`config.mk`:
```
export PLATFORM = sky130hd
export DESIGN_NAME = stepper_move_with_limit_calibration_flat
export DESIGN_NICKNAME = d
export VERILOG_FILES = /design/src/sv/smwl_pkg.sv /design/src/sv/smwl_stream_if.sv /design/src/sv/smwl_step_core.sv /design/src/sv/stepper_move_with_limit_calibration.sv /design/src/flat_wrapper.sv
export SDC_FILE = /design/constraint.sdc
export NUM_CORES = 1
export LEC_CHECK = 0
export BUFFER_PORTS_ARGS = -buffer_cell sky130_fd_sc_hd__clkbuf_2
export CORE_AREA = 10 10 57 59
export DETAILED_ROUTE_END_ITERATION = 16
export DIE_AREA = 0 0 67 69
export GPL_ROUTABILITY_DRIVEN = 0
export MAX_ROUTING_LAYER = met4
export PLACE_DENSITY = 0.81
export SLEW_MARGIN = 20
export SYNTH_ARGS = -nofsm -noshare
export SYNTH_HDL_FRONTEND = slang
export SYNTH_SLANG_ARGS = --single-unit
```
`constraint.sdc`:
```
create_clock -name clk_i -period 0.97 [get_ports clk_i]
set_clock_uncertainty 0.15 [all_clocks]
set_input_delay 0.097 -clock clk_i [delete_from_list [all_inputs] [get_ports clk_i]]
set_output_delay 0.097 -clock clk_i [all_outputs]
set_load 0.05 [all_outputs]
```
`src/sv/smwl_pkg.sv`:
```
// Package with the command, result and state types of the stepper move controller.
`default_nettype none

package smwl_pkg;

  localparam int unsigned StepCountW = 16;
  localparam int unsigned EdgeW      = StepCountW + 1;
  localparam int unsigned PrescaleW  = 8;
  localparam int unsigned SpanW      = 16;
  localparam int unsigned ApbDataW   = 32;
  localparam int unsigned ApbAddrW   = 3;

  localparam logic [PrescaleW-1:0] HalfPeriodReset = 8'd77;
  localparam logic                 RegHalfPeriod   = 1'b0;

  typedef enum logic [1:0] {
    MODE_TICK  = 2'd0,
    MODE_MOVE  = 2'd1,
    MODE_ABORT = 2'd2,
    MODE_CALIB = 2'd3
  } smwl_mode_e;

  typedef enum logic [1:0] {
    PH_IDLE       = 2'd0,
    PH_SEEK_CCW   = 2'd1,
    PH_MEASURE_CW = 2'd2
  } smwl_phase_e;

  localparam logic DirCw  = 1'b0;
  localparam logic DirCcw = 1'b1;

  typedef struct packed {
    logic [1:0]            mode;
    logic [StepCountW-1:0] step_count;
    logic                  move_direction;
    logic                  ccw_limit;
    logic                  cw_limit;
  } smwl_cmd_t;

  typedef struct packed {
    logic             step_level;
    logic             direction_level;
    logic             drive_enabled;
    logic             busy_res;
    logic             status;
    logic             calibrating;
    logic [SpanW-1:0] span_steps;
    logic             span_valid;
  } smwl_res_t;

  typedef struct packed {
    logic [EdgeW-1:0]     edges_left;
    logic [PrescaleW-1:0] prescale_count;
    logic                 step_out;
    logic                 dir_out;
    logic                 moving;
    smwl_phase_e          calib_phase;
    logic [SpanW-1:0]     span_count;
  } smwl_state_t;

endpackage

`default_nettype wire

```
`src/sv/smwl_stream_if.sv`:
```
// Valid/ready stream interface that carries one payload per transaction.
`default_nettype none

interface smwl_stream_if #(
  parameter type T = logic
);
  logic valid;
  logic ready;
  T     data;

  modport source (output valid, output data, input ready);
  modport sink   (input valid, input data, output ready);
endinterface

`default_nettype wire

```
`src/sv/smwl_step_core.sv`:
```
// Next-state and result logic for one command of the stepper move controller.
`default_nettype none

module smwl_step_core (
  input  smwl_pkg::smwl_state_t                   state_i,
  input  smwl_pkg::smwl_cmd_t                     cmd_i,
  input  logic [smwl_pkg::PrescaleW-1:0]          half_period_i,
  output smwl_pkg::smwl_state_t                   state_o,
  output smwl_pkg::smwl_res_t                     res_o
);
  import smwl_pkg::*;

  function automatic smwl_state_t begin_move(smwl_state_t s, logic [StepCountW-1:0] steps,
                                             logic dir);
    smwl_state_t r;
    r                = s;
    r.dir_out        = dir;
    r.edges_left     = {steps, 1'b0};
    r.prescale_count = '0;
    r.moving         = (steps != '0);
    return r;
  endfunction

  smwl_state_t      nxt;
  logic             busy;
  logic             status;
  logic             span_valid;
  logic             ended;
  logic             lim;
  logic [EdgeW-1:0] edges_dec;
  smwl_mode_e       mode;

  assign mode = smwl_mode_e'(cmd_i.mode);
  assign busy = state_i.moving || (state_i.calib_phase == PH_SEEK_CCW) ||
                (state_i.calib_phase == PH_MEASURE_CW);
  assign lim       = state_i.dir_out ? cmd_i.ccw_limit : cmd_i.cw_limit;
  assign edges_dec = state_i.edges_left - EdgeW'(1);

  always_comb begin
    nxt        = state_i;
    status     = 1'b0;
    span_valid = 1'b0;
    ended      = 1'b0;
    unique case (mode)
      MODE_MOVE: begin
        if (busy) begin
          status = 1'b1;
        end else begin
          nxt = begin_move(state_i, cmd_i.step_count, cmd_i.move_direction);
        end
      end
      MODE_CALIB: begin
        if (busy) begin
          status = 1'b1;
        end else begin
          nxt             = begin_move(state_i, StepCountW'(1), DirCcw);
          nxt.calib_phase = PH_SEEK_CCW;
          nxt.span_count  = '0;
        end
      end
      MODE_ABORT: begin
        nxt.edges_left  = '0;
        nxt.moving      = 1'b0;
        nxt.calib_phase = PH_IDLE;
      end
      MODE_TICK: begin
        if (state_i.moving) begin
          if (state_i.prescale_count == half_period_i) begin
            // Toggle the step pin; a move ends on the last edge or on a limit after a full step
            nxt.prescale_count = '0;
            nxt.step_out       = ~state_i.step_out;
            nxt.edges_left     = edges_dec;
            ended = (edges_dec == '0) || (state_i.step_out && lim);
          end else begin
            nxt.prescale_count = state_i.prescale_count + PrescaleW'(1);
          end
          if (ended) begin
            nxt.moving = 1'b0;
            unique case (state_i.calib_phase)
              PH_SEEK_CCW: begin
                if (cmd_i.ccw_limit) begin
                  nxt             = begin_move(nxt, StepCountW'(1), DirCw);
                  nxt.calib_phase = PH_MEASURE_CW;
                end else begin
                  nxt = begin_move(nxt, StepCountW'(1), DirCcw);
                end
              end
              PH_MEASURE_CW: begin
                nxt.span_count = state_i.span_count + SpanW'(1);
                if (cmd_i.cw_limit) begin
                  span_valid      = 1'b1;
                  nxt.calib_phase = PH_IDLE;
                end else begin
                  nxt = begin_move(nxt, StepCountW'(1), DirCw);
                end
              end
              default: ;
            endcase
          end
        end
      end
      default: ;
    endcase
  end

  assign state_o = nxt;

  always_comb begin
    res_o.step_level      = nxt.step_out;
    res_o.direction_level = nxt.dir_out;
    res_o.drive_enabled   = nxt.moving;
    res_o.busy_res        = nxt.moving;
    res_o.status          = status;
    res_o.calibrating     = (nxt.calib_phase == PH_SEEK_CCW) ||
                            (nxt.calib_phase == PH_MEASURE_CW);
    res_o.span_steps      = nxt.span_count;
    res_o.span_valid      = span_valid;
  end

endmodule

`default_nettype wire

```
`src/sv/stepper_move_with_limit_calibration.sv`:
```
// Top level of the stepper move controller with limit switches and span calibration.
// Path: an accepted command transaction gives its result through the input register, then
//   the state update that loads the result register.
// Throughput: one command per cycle unless res_o stalls; the state update is the only loop.
// Reset: rst_ni clears all motion state, the calibration phase and the span counter,
//   empties both pipeline registers and loads half_period with 77.
`default_nettype none

module stepper_move_with_limit_calibration (
  input  logic                          clk_i,
  input  logic                          rst_ni,
  smwl_stream_if.sink                   cmd_i,
  smwl_stream_if.source                 res_o,
  input  logic                          psel,
  input  logic                          penable,
  input  logic                          pwrite,
  input  logic [smwl_pkg::ApbAddrW-1:0] paddr,
  input  logic [smwl_pkg::ApbDataW-1:0] pwdata,
  output logic [smwl_pkg::ApbDataW-1:0] prdata,
  output logic                          pready
);
  import smwl_pkg::*;

  // Configuration register: half_period sits at byte address 0.
  logic [PrescaleW-1:0] half_period_q;
  logic                 cfg_write;
  logic                 sel_half_period;

  assign pready          = 1'b1;
  assign sel_half_period = (paddr[ApbAddrW-1] == RegHalfPeriod);
  assign cfg_write       = psel && penable && pwrite && pready;

  always_ff @(posedge clk_i or negedge rst_ni) begin
    if (!rst_ni) begin
      half_period_q <= HalfPeriodReset;
    end else if (cfg_write && sel_half_period) begin
      half_period_q <= pwdata[PrescaleW-1:0];
    end
  end

  assign prdata = sel_half_period ? ApbDataW'(half_period_q) : '0;

  // Input register: take a new command whenever the slot is empty or drains this cycle.
  smwl_cmd_t cmd_q;
  logic      cmd_valid_q;
  logic      advance;
  logic      res_valid_q;

  assign advance     = cmd_valid_q && (!res_valid_q || res_o.ready);
  assign cmd_i.ready = !cmd_valid_q || advance;

  always_ff @(posedge clk_i or negedge rst_ni) begin
    if (!rst_ni) begin
      cmd_valid_q <= 1'b0;
    end else if (cmd_i.ready) begin
      cmd_valid_q <= cmd_i.valid;
    end
  end

  always_ff @(posedge clk_i) begin
    if (cmd_i.ready && cmd_i.valid) begin
      cmd_q <= cmd_i.data;
    end
  end

  // Motion state advances exactly once per command, as it moves into the result register.
  smwl_state_t state_q;
  smwl_state_t state_d;
  smwl_res_t   res_d;
  smwl_res_t   res_q;

  smwl_step_core u_core (
    .state_i       (state_q),
    .cmd_i         (cmd_q),
    .half_period_i (half_period_q),
    .state_o       (state_d),
    .res_o         (res_d)
  );

  always_ff @(posedge clk_i or negedge rst_ni) begin
    if (!rst_ni) begin
      state_q <= '{edges_left: '0, prescale_count: '0, step_out: 1'b0, dir_out: 1'b0,
                   moving: 1'b0, calib_phase: PH_IDLE, span_count: '0};
    end else if (advance) begin
      state_q <= state_d;
    end
  end

  // Result register: hold a finished result until the sink takes the transaction.
  always_ff @(posedge clk_i or negedge rst_ni) begin
    if (!rst_ni) begin
      res_valid_q <= 1'b0;
    end else if (advance) begin
      res_valid_q <= 1'b1;
    end else if (res_o.ready) begin
      res_valid_q <= 1'b0;
    end
  end

  always_ff @(posedge clk_i) begin
    if (advance) begin
      res_q <= res_d;
    end
  end

  assign res_o.valid = res_valid_q;
  assign res_o.data  = res_q;

endmodule

`default_nettype wire

```
`src/flat_wrapper.sv`:
```
// flat-port wrapper written by rule: the top's interface ports become plain ports
module stepper_move_with_limit_calibration_flat import smwl_pkg::*;
  (clk_i, rst_ni, psel, penable, pwrite, paddr, pwdata, prdata, pready, cmd_i_valid, cmd_i_data, cmd_i_ready, res_o_valid, res_o_data, res_o_ready);
  smwl_stream_if cmd_i_i ();
  smwl_stream_if res_o_i ();
  input  logic clk_i;
  input  logic rst_ni;
  input  logic psel;
  input  logic penable;
  input  logic pwrite;
  input  logic [smwl_pkg::ApbAddrW-1:0] paddr;
  input  logic [smwl_pkg::ApbDataW-1:0] pwdata;
  output logic [smwl_pkg::ApbDataW-1:0] prdata;
  output logic pready;
  input wire logic [$bits(cmd_i_i.valid)-1:0] cmd_i_valid;
  input wire logic [$bits(cmd_i_i.data)-1:0] cmd_i_data;
  output wire logic [$bits(cmd_i_i.ready)-1:0] cmd_i_ready;
  output wire logic [$bits(res_o_i.valid)-1:0] res_o_valid;
  output wire logic [$bits(res_o_i.data)-1:0] res_o_data;
  input wire logic [$bits(res_o_i.ready)-1:0] res_o_ready;
  assign cmd_i_i.valid = cmd_i_valid;
  assign cmd_i_i.data = cmd_i_data;
  assign cmd_i_ready = cmd_i_i.ready;
  assign res_o_valid = res_o_i.valid;
  assign res_o_data = res_o_i.data;
  assign res_o_i.ready = res_o_ready;
  stepper_move_with_limit_calibration u_core (.clk_i(clk_i), .rst_ni(rst_ni), .cmd_i(cmd_i_i), .res_o(res_o_i), .psel(psel), .penable(penable), .pwrite(pwrite), .paddr(paddr), .pwdata(pwdata), .prdata(prdata), .pready(pready));
endmodule
```
# == Word level (Yosys, flattened, before mapping) ==
# Cells that the tools add are included.
# totals
elab_cells,56
reg_bits,58
input_bits,43
# op_classes
mux,15
add_sub_neg,3
eq_ne,4
n_reduce_logical,19
n_bitwise,3
# op_table
operator,n
$mux W46,2
$pmux W46 S2,1
$mux W28,1
$logic_not A17 Y1,1
$mux W17,1
$sub A17 B1 Y17 const B,1
$add A16 B1 Y16 const B,1
$mux W8,2
$reduce_and A5 Y1,2
$add A8 B1 Y8 const B,1
$eq A8 B8 Y1,1
$mux W1,7
$logic_and A1 B1 Y1,6
$reduce_and A6 Y1,1
$reduce_bool A2 Y1,2
$logic_or A1 B1 Y1,3
$not A1 Y1,3
$reduce_and A3 Y1,1
$eq A2 B1 Y1 const B,1
$eq A2 B2 Y1 const B,1
$logic_not A1 Y1,2
$mux W2,1
$ne A2 B2 Y1 const B,1
$reduce_and A2 Y1,1

# == Logic depth before layout (Yosys ltp) ==
# logic_depth
ltp_word,7
ltp_mapped,2
ltp_nobuf,2

# == Hierarchy ==
# Synthesis repeated with hierarchy kept, for this count alone.
# hier_totals
cells_unflattened,542
area_unflattened_um2,4939.7
# modules_own_cells
module,cells_each,area_each_um2,n_inst
stepper_move_with_limit_calibration,160,2536.2,1
smwl_step_core,382,2403.6,1

# == Worst setup path before layout ==
# Ideal clock, no wire load.
# synth_timing
path_type,reg2reg
start,"register u_core.res_valid_q, in the netlist u_core.res_o.valid"
end,register u_core.cmd_valid_q
path_buffers,0
path_slack_ps,-614
arrival_ps,1350
synth_period_minus_slack_ps,1584
path_stages_with_launch,3
path_cell_list,dfrtp_1 > nand3b_1 > nand2b_1
# synth_between
elab_chain_cells,4
# synth_lines
element,line_no,source
start: declaration,stepper_move_with_limit_calibration.sv:47,logic res_valid_q;
start signal: assignment,stepper_move_with_limit_calibration.sv:92,res_valid_q <= 1'b0;
start signal: assignment,stepper_move_with_limit_calibration.sv:94,res_valid_q <= 1'b1;
start signal: assignment,stepper_move_with_limit_calibration.sv:96,res_valid_q <= 1'b0;
$logic_not A1 Y1,stepper_move_with_limit_calibration.sv:49,assign advance = cmd_valid_q && (!res_valid_q || res_o.ready);
$logic_or A1 B1 Y1,stepper_move_with_limit_calibration.sv:49,
$logic_and A1 B1 Y1,stepper_move_with_limit_calibration.sv:49,
$logic_or A1 B1 Y1,stepper_move_with_limit_calibration.sv:50,assign cmd_i.ready = !cmd_valid_q || advance;
via cmd_i_ready,flat_wrapper.sv:17,output wire logic [$bits(cmd_i_i.ready)-1:0] cmd_i_ready;
end signal: assignment,stepper_move_with_limit_calibration.sv:56,cmd_valid_q <= cmd_i.valid;
end: declaration,stepper_move_with_limit_calibration.sv:45,logic cmd_valid_q;
# The timed path passes the listed nets, and every way through them passes these cells.
# A chain may end at the register's enable or synchronous reset.

# == Worst setup path in the final report ==
# layout_timing
start,register u_core.half_period_q[2]
end,output prdata[2] in the netlist's numbering
# layout_between
elab_chain_cells,1
# layout_lines
element,line_no,source
start: declaration,stepper_move_with_limit_calibration.sv:25,logic [PrescaleW-1:0] half_period_q;
start signal: assignment,stepper_move_with_limit_calibration.sv:35,half_period_q <= HalfPeriodReset;
start signal: assignment,stepper_move_with_limit_calibration.sv:37,half_period_q <= pwdata[PrescaleW-1:0];
$mux W8,stepper_move_with_limit_calibration.sv:41,assign prdata = sel_half_period ? ApbDataW'(half_period_q) : '0;
end: declaration,flat_wrapper.sv:13,output logic [smwl_pkg::ApbDataW-1:0] prdata;
# No other way between the ends.

==> results.md <==
- Die W: 67 um
- First-pass GRT wire length: 2.559 mm
- Synth warn: 0
- Mapped Avg Cell Area: between 10 and 15 um^2
- Met2 usage: 0.1297
- Pre-CTS WS: -0.1142 ns
- Core area: between 0.002 and 0.0025 mm^2
- Final max-slew violation count: 0
- Setup repair after global routing missed its margin: yes
- Adder-Cell Fraction of Synth Area: 0
- CTS tree: done
- Min-Delay Path Class: in2reg
- Leading area contributor after synthesis: buf_4
- Global routing's busiest layer: met2
- Initial antenna violation count: 0
- Status: finished with violations
- DR pass1 iterations: 2
- CP required: ~0.72 ns
- Maximum clock insertion buffer count: 2
- CTS root buffer: clkbuf_4
- # diodes: 0
- Grt met3 use: 0.05153
- Post-route setup slack: -0.3545 ns
- Switching pwr: ~700 uW
- # nets final: 141
- Mapped Cells: between 50 and 60
- CP Launch Type: flip-flop
- Total number of vias: roughly 460
- Drt drc: 0
- Clk sink count: 10
- CP Capture Type: output port
- Power, Total: around 1.7 mW
- Io pins: 79
- WS Path Type: reg2out
- Vias in the first global route: approximately 550
- Seq/Total Area, Yosys: 0.3827
- Count of input and output buffers: 25
- Reg clk slew, reported paths: ~0.07 ns
- Reg power frac: 0.326
- Pleak: approximately 0.54 nW
- Layout cell share with drive strength beyond 1: 0.5155
- Combinational family with the most area after synthesis: buffers and inverters
- Crit path max fanout: 2
- Commonest cells after routing, fill and taps aside: conb_1 (26), clkbuf_2 (13), dlygate4sd3_1 (8), mux2_2 (7)
- Combinational share of power: 0.501
- Pint: approximately 1.0 mW
- CTS buffer count: 3
- Via-per-instance ratio: around 3.7
- Total GRT Usage: 0.07106
- Starting DRT DRC Count: 21
- Failing checks: negative setup slack
- Initial Utilization: 0.3104
- Wire per inst: ~13 um
- H-tree levels: 1
- Seq cells post-synth: 10
- M1 GR Usage: 0.05408
- FP Rows: 17
- Mapped Area: 666.9 um^2
- Fmax: 755.0 MHz
- Power per Cell Area: roughly 1700 mW/mm^2
- Yosys top cell area share: 0.2927
- Yosys cell types: 11
- Post-DP HPWL: between 1 and 1.5 mm
- Post-synthesis simple-gate area fraction: 0.1614
- Final setup viols: 10
- Post-synthesis compound-gate area fraction: 0.01126
- Worst-Skew Late Latency: roughly 0.25 ns
- WP data arrival: roughly 1.1 ns
- Mux contribution to synthesized area: 0.1351
- Period Utilization, post-route: 1.365
- Clock share of power: 0.173
- Minimum clock period: approximately 1.3 ns
- Placed Area: just over 800 um^2
- Peak VDD IR: roughly 0.74 mV
- Final hold vios: 0
- Most common cell after layout, fill and taps aside: conb_1
- Area growth from synthesis to layout: 51.41%
- Ranking of synthesized cells by area: buf_4 (29%), dfrtp_1 (23%), dfstp_2 (16%)
- Finished layout cell area: 0.001010 mm^2
- Number of max-cap violations: 0
- Sw Ratio: 0.4075
- GR Overflow Total: 0
- Post-synthesis xor/xnor area fraction: 0
- Largest net degree at the start of global routing: 11
- Routed WL: about 1.7 mm
- DRT antenna net count: 0
- Die Y: 69 um
- Die ar.: approximately 0.0046 mm^2
- Final TNS setup: -2.967 ns
## cell families (layout without fill, tap and decap cells)
group,after synthesis,count (layout)
AO/OA/AOI/OAI,1,1
other,2,26
AND/OR/NAND/NOR,11,11
flip-flops,10,10
multiplexers,8,8
buffers and inverters,27,41
## what timing repair did
action                     CTS  global route
pin swaps                    0             1
gates cloned                 0             0
hold buffers                11             0
gates resized for setup     10            10
setup endpoints to repair   10            15
hold endpoints to repair    20             0
setup buffers                0             1
## metrics by stage
step	cells	util	hold WS [ns]
6_report	125	0.4700	0.05545
4_1_cts	126	0.4613	0.04607
5_1_grt	125	0.4700	0.08274
3_3_place_gp	111	0.3774	-0.1788
2_1_floorplan	83	-	-0.3486
3_5_place_dp	111	0.3774	-0.1673
## cells in the mapped netlist
cell type / instances
and2b_2: 8
dfrtp_1: 6
mux2_2: 8
conb_1: 2
buf_4: 26
a21o_1: 1
nand3b_1: 1
nand4b_4: 1
inv_1: 1
dfstp_2: 4
nand2b_1: 1
## layout make-up
| type | instances | area (um^2) |
|---|---|---|
| clock buffers | 4 | 26.28 |
| fillers | 198 | 1139 |
| inverters | 1 | 3.754 |
| multi-input cells | 46 | 311.5 |
| flip-flops and latches | 10 | 256.5 |
| well taps | 28 | 35.03 |
| repair buffers | 36 | 376.6 |
## critical path, stage by stage, from the launching register on
cell     delay, ns
dfstp_2       0.53
and2b_4       0.16
buf_12        0.13
## power by group through the flow
stage	clock (mW)	sequential, mW	combinational, mW
5_1_grt	0.336	0.572	0.902
2_1_floorplan	0	0.569	0.617
3_5_place_dp	0	0.570	0.753
3_3_place_gp	0	0.564	0.741
6_report	0.298	0.562	0.863
4_1_cts	0.320	0.562	0.831
## final timing paths
kind,depth (start not counted),slack [ns],to,startpoint
setup / recovery,2,-0.35,prdata[2],u_core.half_period_q[2]
hold / removal,3,0.06,u_core.cmd_valid_q,res_o_ready
setup reg to reg,2,0.06,u_core.cmd_valid_q,u_core.res_o.valid
hold reg to reg,1,0.31,u_core.res_o.valid,u_core.cmd_valid_q
max in group asynchronous,2,0.30,u_core.half_period_q[6],rst_ni
min in group asynchronous,2,0.09,u_core.half_period_q[4],rst_ni
## flip-flops by register name, summed over array words and instances (netlist names)
| signal | flops |
|---|---|
| u_core.half_period_q | 8 |
| u_core.cmd_valid_q | 1 |
| u_core.res_o.valid | 1 |
## metal layers
layer / part of all wire / vias to the layer above
li1: - / 213
met1: 0.29 / 213
met2: 0.53 / 36
met3: 0.18 / 0
met4: 0 / 0
met5: 0 / -
Note: power is estimated with default switching activity, not from simulation.
